--- config.mk ---
export PLATFORM = sky130hd
export DESIGN_NAME = rpr_phase
export DESIGN_NICKNAME = d
export VERILOG_FILES = /design/src/rtl/rpr_pkg.sv /design/src/rtl/rpr_phase.sv
export SDC_FILE = /design/constraint.sdc
export NUM_CORES = 1
export LEC_CHECK = 0
export BUFFER_PORTS_ARGS = -buffer_cell sky130_fd_sc_hd__buf_2
export CORE_UTILIZATION = 51
export DETAILED_ROUTE_END_ITERATION = 8
export GPL_TIMING_DRIVEN = 0
export HOLD_SLACK_MARGIN = 0.06
export PLACE_DENSITY = 0.77
export SYNTH_ARGS = -nofsm -noshare
export SYNTH_HDL_FRONTEND = slang
export SYNTH_SLANG_ARGS = --single-unit
export TNS_END_PERCENT = 5
--- constraint.sdc ---
create_clock -name clk -period 17.38 [get_ports clk]
set_input_delay 3.476 -clock clk [delete_from_list [all_inputs] [get_ports clk]]
set_output_delay 3.476 -clock clk [all_outputs]
set_load 0.005 [all_outputs]
--- src/rtl/rpr_pkg.sv ---
`timescale 1ns / 1ps

package rpr_pkg;

  // Field widths of the streamed words
  localparam int VAL_W  = 16;
  localparam int PAIR_W = 6;
  localparam int POS_W  = 12;

  // CORDIC: angles in turns Q0.32, magnitudes in Q2.30
  localparam int CORDIC_STEPS = 20;
  localparam logic signed [31:0] CORDIC_GAIN = 32'sd652032874;

  localparam logic signed [31:0] ATAN_TURNS [CORDIC_STEPS] = '{
    32'sh20000000, 32'sh12E4051E, 32'sh09FB385B, 32'sh051111D4, 32'sh028B0D43,
    32'sh0145D7E1, 32'sh00A2F61E, 32'sh00517C55, 32'sh0028BE53, 32'sh00145F2F,
    32'sh000A2F98, 32'sh000517CC, 32'sh00028BE6, 32'sh000145F3, 32'sh0000A2F9,
    32'sh0000517C, 32'sh000028BE, 32'sh0000145F, 32'sh00000A2F, 32'sh00000517
  };

  // Input word: one element pair with its index and token position
  typedef struct packed {
    logic signed [VAL_W-1:0] first_value;
    logic signed [VAL_W-1:0] second_value;
    logic [PAIR_W-1:0]       pair_index;
    logic [POS_W-1:0]        position;
  } rpr_in_t;

  // Output word: the rotated pair
  typedef struct packed {
    logic signed [VAL_W-1:0] rotated_first;
    logic signed [VAL_W-1:0] rotated_second;
  } rpr_out_t;

  // Pair plus folded angle, handed from the phase front end to the CORDIC
  typedef struct packed {
    logic signed [VAL_W-1:0] x;
    logic signed [VAL_W-1:0] y;
    logic                    neg;
    logic signed [31:0]      z;
  } rpr_rot_t;

  // CORDIC working set; cx/cy end up as cosine/sine
  typedef struct packed {
    logic signed [VAL_W-1:0] x;
    logic signed [VAL_W-1:0] y;
    logic                    neg;
    logic signed [31:0]      cx;
    logic signed [31:0]      cy;
    logic signed [31:0]      z;
  } rpr_cordic_t;

endpackage

--- src/rtl/rpr_phase.sv ---
`timescale 1ns / 1ps

module rpr_phase #(
  parameter int HEAD_SIZE     = 128,
  parameter int MAX_POSITIONS = 4096
) (
  input  logic             clk,
  input  logic             rst,
  input  logic             up_valid,
  output logic             up_ready,
  input  rpr_pkg::rpr_in_t up_data,
  output logic             dn_valid,
  input  logic             dn_ready,
  output rpr_pkg::rpr_rot_t dn_data
);
  import rpr_pkg::*;

  localparam int PAIRS        = HEAD_SIZE / 2;
  localparam int PAIR_ENTRIES = 1 << PAIR_W;
  localparam logic [63:0] LOG2_THETA_Q24 = 64'd222930821;
  localparam logic [63:0] INV_TWO_PI_Q32 = 64'd683565275;
  localparam int EXP_BITS = 24;

  // Position wrap: exact reciprocal multiply for any modulus below 2^POS_W
  localparam bit MOD_NEEDED = MAX_POSITIONS < (1 << POS_W);
  localparam int MOD_SHIFT  = POS_W + $clog2(MAX_POSITIONS);
  localparam int RECIP_W    = POS_W + 2;
  localparam int PROD_W     = POS_W + RECIP_W + 2;
  localparam logic [RECIP_W-1:0] RECIP =
    RECIP_W'(((64'd1 << MOD_SHIFT) + 64'(MAX_POSITIONS) - 64'd1) / 64'(MAX_POSITIONS));

  // Bitwise integer square root, elaboration only
  function automatic logic [63:0] isqrt64(input logic [63:0] v);
    logic [63:0] r, b, rem;
    r   = '0;
    b   = 64'd1 << 62;
    rem = v;
    for (int j = 0; j < 32; j++) begin
      if (rem >= r + b) begin
        rem = rem - (r + b);
        r   = (r >> 1) + b;
      end else begin
        r = r >> 1;
      end
      b = b >> 2;
    end
    return r;
  endfunction

  // Frequency of one pair, turns per position, Q0.32
  function automatic logic [31:0] freq_entry(input int unsigned idx);
    logic [63:0] e, g, c, m;
    int unsigned n, sh;
    e  = (64'd2 * 64'(idx) * LOG2_THETA_Q24) / 64'(HEAD_SIZE);
    n  = 32'(e >> EXP_BITS);
    g  = e & ((64'd1 << EXP_BITS) - 64'd1);
    c  = 64'd1 << 31;
    m  = 64'd1 << 32;
    for (int k = 1; k <= EXP_BITS; k++) begin
      c = isqrt64(c << 32);
      if (g[EXP_BITS-k]) begin
        m = (m * c + (64'd1 << 31)) >> 32;
      end
    end
    sh = 32 + n;
    if (sh > 62) begin
      return '0;
    end
    return 32'((m * INV_TWO_PI_Q32 + (64'd1 << (sh - 1))) >> sh);
  endfunction

  // Table over every pair_index code; codes past the half dimension wrap
  function automatic logic [PAIR_ENTRIES-1:0][31:0] build_table();
    logic [PAIR_ENTRIES-1:0][31:0] t;
    for (int j = 0; j < PAIR_ENTRIES; j++) begin
      t[j] = freq_entry(j % PAIRS);
    end
    return t;
  endfunction

  localparam logic [PAIR_ENTRIES-1:0][31:0] FREQ_TABLE = build_table();

  logic [3:0] v;
  logic [3:0] en;

  logic signed [VAL_W-1:0] s1_x, s1_y, s2_x, s2_y, s3_x, s3_y;
  logic [31:0]             s1_freq, s2_freq;
  logic [POS_W-1:0]        s1_pos, s2_pos;
  logic [PROD_W-1:0]       s1_prod;
  logic [31:0]             s3_phase;
  rpr_rot_t                s4;

  logic [POS_W-1:0] quot;
  logic [POS_W-1:0] pos_next;
  logic [31:0]      phase_next;
  logic             neg_next;

  // Per-stage enables; a bubble lets upstream stages move under a stall
  assign en[3]    = !v[3] || dn_ready;
  assign en[2]    = !v[2] || en[3];
  assign en[1]    = !v[1] || en[2];
  assign en[0]    = !v[0] || en[1];
  assign up_ready = en[0];

  always_ff @(posedge clk) begin
    if (rst) begin
      v <= '0;
    end else begin
      if (en[0]) v[0] <= up_valid;
      if (en[1]) v[1] <= v[0];
      if (en[2]) v[2] <= v[1];
      if (en[3]) v[3] <= v[2];
    end
  end

  // Wrapped position and phase
  always_comb begin
    quot       = POS_W'(s1_prod >> MOD_SHIFT);
    pos_next   = MOD_NEEDED ?
                 POS_W'((2*POS_W)'(s1_pos) - (2*POS_W)'(quot) * (2*POS_W)'(MAX_POSITIONS)) :
                 s1_pos;
    phase_next = 32'((POS_W + 32)'(s2_pos) * (POS_W + 32)'(s2_freq));
    neg_next   = s3_phase[31] ^ s3_phase[30];
  end

  // Stage 1: table lookup, reciprocal product
  always_ff @(posedge clk) begin
    if (en[0]) begin
      s1_x    <= up_data.first_value;
      s1_y    <= up_data.second_value;
      s1_freq <= FREQ_TABLE[up_data.pair_index];
      s1_pos  <= up_data.position;
      s1_prod <= PROD_W'(up_data.position) * PROD_W'(RECIP);
    end
  end

  // Stage 2: remainder
  always_ff @(posedge clk) begin
    if (en[1]) begin
      s2_x    <= s1_x;
      s2_y    <= s1_y;
      s2_freq <= s1_freq;
      s2_pos  <= pos_next;
    end
  end

  // Stage 3: phase in turns, modulo one turn
  always_ff @(posedge clk) begin
    if (en[2]) begin
      s3_x     <= s2_x;
      s3_y     <= s2_y;
      s3_phase <= phase_next;
    end
  end

  // Stage 4: fold second and third quadrants by half a turn
  always_ff @(posedge clk) begin
    if (en[3]) begin
      s4.x   <= s3_x;
      s4.y   <= s3_y;
      s4.neg <= neg_next;
      s4.z   <= signed'(s3_phase - {neg_next, 31'b0});
    end
  end

  assign dn_valid = v[3];
  assign dn_data  = s4;

endmodule

==> metrics.txt <==
run status=completed; fin crit share=0.480; crit path DAT=4.87 ns; Worst Setup End Kind=primary output; PwrDens=223 nW/um2; Clock power frac=0.117; Metal-1 WL=20.3 mm; Max Cap Viol=0; number of enable flip-flop cells after synthesis=277; filler cell count=3167; DR vias/cell=5.68; Max Clock Skew=0.0179 ns; synth unique cells=63; YS warnings=0; DRT iter0 DRCs=1217; ANT cells=0; # resized after CTS=0; # IOs=121; Detail Route Antenna Nets=0; TritonCTS clock tree=built; internal power=2.74 mW; Seq pwr share=0.214; Initial Utilization=0.516; worst vdd rail ir drop=0.195 mV; FMAX=120 MHz; switching portion of total power=0.447; GRT Overall Usage=0.281; initial antenna violation count=0; layout cell share with drive strength beyond 1=0.0933; H-tree depth=1; switching power=2.22 mW; synthesized netlist cell count=1818; routed len/inst=21.7 um; Netlist Area Pre-Place=20000 um2; WP data required=13.90 ns; setup_tns=0 ns; total number of vias=14300; clock buffer depth=3; clock-pin slew on the worst setup and hold paths=0.06 ns; WL met2=26.4 mm; Max Slew Vio Count=0; Routability Congestion=1.01; clock root cell=clkbuf_16; final net count=2324; largest net degree at the start of global routing=71; global-route wire length before repair=83.7 mm; Comb pwr share=0.669; vias in the first global route=14800; met3 wire len=4.28 mm; total CTS buffers=28; uppermost layer routed=met4; Die W=200 um; Final Hold Viols=0; minimum clock period=8.35 ns; chip height=200 um; Setup violations, final=0; FF+latch count, synth=281; TritonCTS Sinks=281; sequential area share after synthesis=0.421; RSZ-0062 raised after global routing=no; grt total ovfl=0; DRT Pass-1 Iters=6; Die ar.=39900 um2; # DRC=0; hold_ws=0.412 ns; worst setup path class=primary input to primary output; synthesis-to-finish area growth=11.2%; most common cell after layout, fill and taps aside=nand2_1; final HPWL from detailed placement=41.7 mm; ys flop type=edfxtp_1; Slew @ Worst Pin=1.20 ns; Post-CTS Hold Fix Bufs=0; # rows=72; CP max FO=21; Clk Latency, worst-skew pair=0.54 ns; syn_nets=2171; asr flop ratio synth=0; Post-Route WL=54.5 mm; Slew headroom=0.194; total design power=4.96 mW; Leak=9.62 nW; core area=38600 um2; total setup buffers inserted after CTS=0; Synth Area per Inst=11.0 um2; most frequent cells in the layout=nand2_1, inv_1, edfxtp_1; Register-to-Register Path Depth=20; startpoint type of the worst setup path=primary input; port bufs=119; Hold Crit Depth=0; hold crit path type=flip-flop to flip-flop
critical path, cell delays in order:
cell and delay (ns):
buf_2 0.10, nor2b_1 0.41, and3_1 0.40, nand2_4 0.26, buf_2 0.22
metal layers:
metal,vias up,GRT usage
li1,6225,-
met1,7009,0.349
met2,805,0.472
met3,233,0.0412
met4,0,0.159
met5,-,0
registers in the layout, indices dropped and copies added (netlist names):
name,count
s2_pos,12
s2_freq,30
s2_x,16
v,4
s1_x,16
s3_x,16
s3_y,16
s1_y,16
s1_freq,30
dn_data,65
s2_y,16
s3_phase,32
pos_next,12
final timing paths:
check	start	endpoint	slack (ns)
setup / recovery	dn_ready	up_ready	9.03
hold / removal	s1_x[13]$_DFFE_PP_	s2_x[13]$_DFFE_PP_	0.41
setup reg to reg	s2_pos[3]$_DFFE_PP_	s3_phase[30]$_DFFE_PP_	10.48
hold reg to reg	s1_x[13]$_DFFE_PP_	s2_x[13]$_DFFE_PP_	0.41
metrics by stage:
stage,cells,worst slack (ns),utilization,cell area [um2]
floorplan,1818,8.54,-,20000
global placement,2455,7.41,0.548,21200
detailed placement,2459,9.08,0.551,21300
CTS,2511,9.04,0.574,22200
global route,2511,8.92,0.574,22200
finish,2511,9.03,0.574,22200
cell usage after synthesis, types with 3 or more instances:
cell type | number | area share
a311oi_1 | 7 | 0.0031
nor3_1 | 19 | 0.0048
and3_1 | 7 | 0.0022
o21ai_0 | 50 | 0.013
o2111ai_1 | 3 | 0.0013
a31oi_1 | 14 | 0.0044
o31ai_1 | 3 | 0.0011
edfxtp_1 | 277 | 0.42
o311ai_0 | 5 | 0.0022
a21boi_0 | 3 | 0.0011
a211oi_1 | 11 | 0.0041
a21o_1 | 17 | 0.0064
nor3b_1 | 3 | 0.0011
and2_1 | 88 | 0.028
nand2_1 | 305 | 0.057
a2111oi_0 | 3 | 0.0013
o211ai_1 | 12 | 0.0045
a21oi_1 | 85 | 0.021
inv_1 | 285 | 0.054
a211o_1 | 3 | 0.0013
nand2b_1 | 8 | 0.0025
xor2_1 | 8 | 0.0035
o22ai_1 | 6 | 0.0019
ha_1 | 61 | 0.038
o21a_1 | 6 | 0.0023
nor2_1 | 70 | 0.013
buf_2 | 3 | 0.00075
a221oi_1 | 3 | 0.0013
xnor2_1 | 30 | 0.013
dfxtp_1 | 4 | 0.0040
mux4_2 | 3 | 0.0034
a311o_1 | 5 | 0.0025
nand3_1 | 14 | 0.0035
mux2i_1 | 9 | 0.0045
nand4_1 | 5 | 0.0016
buf_1 | 13 | 0.0024
fa_1 | 238 | 0.24
nor2b_1 | 7 | 0.0022
clkbuf_1 | 91 | 0.017
o221ai_1 | 3 | 0.0013
or3_1 | 3 | 0.00094
power groups by stage:
stage          registers (mW)  logic, mW  clock network (mW)
2_1_floorplan            1.07       2.47                   0
4_1_cts                  1.06       3.27               0.594
3_5_place_dp             1.07       3.25                   0
6_report                 1.06       3.32               0.582
3_3_place_gp             1.07       3.15                   0
5_1_grt                  1.07       3.73               0.620
layout make-up:
class	instances	area [um2]	area share
Sequential cell	281	8400	0.378
Multi-Input combinational cell	1143	10100	0.454
Inverter	286	1080	0.0485
Clock inverter	17	173	0.00778
Timing Repair Buffer	123	676	0.0304
Buffer	108	413	0.0186
Tap cell	518	648	0.0292
Clock buffer	35	727	0.0328
cells by family (layout without fill, tap and decap cells):
kind of cell	count (synthesis)	after routing	share of synthesized area
AO/OA/AOI/OAI	255	255	0.0819
flip-flops	281	281	0.421
buffers and inverters	394	569	0.0745
AND/OR/NAND/NOR	537	537	0.120
adder cells (fa/ha/maj)	299	299	0.277
XOR/XNOR	38	38	0.0167
multiplexers	14	14	0.00903
No activity file was read; power rests on OpenSTA's default activity.
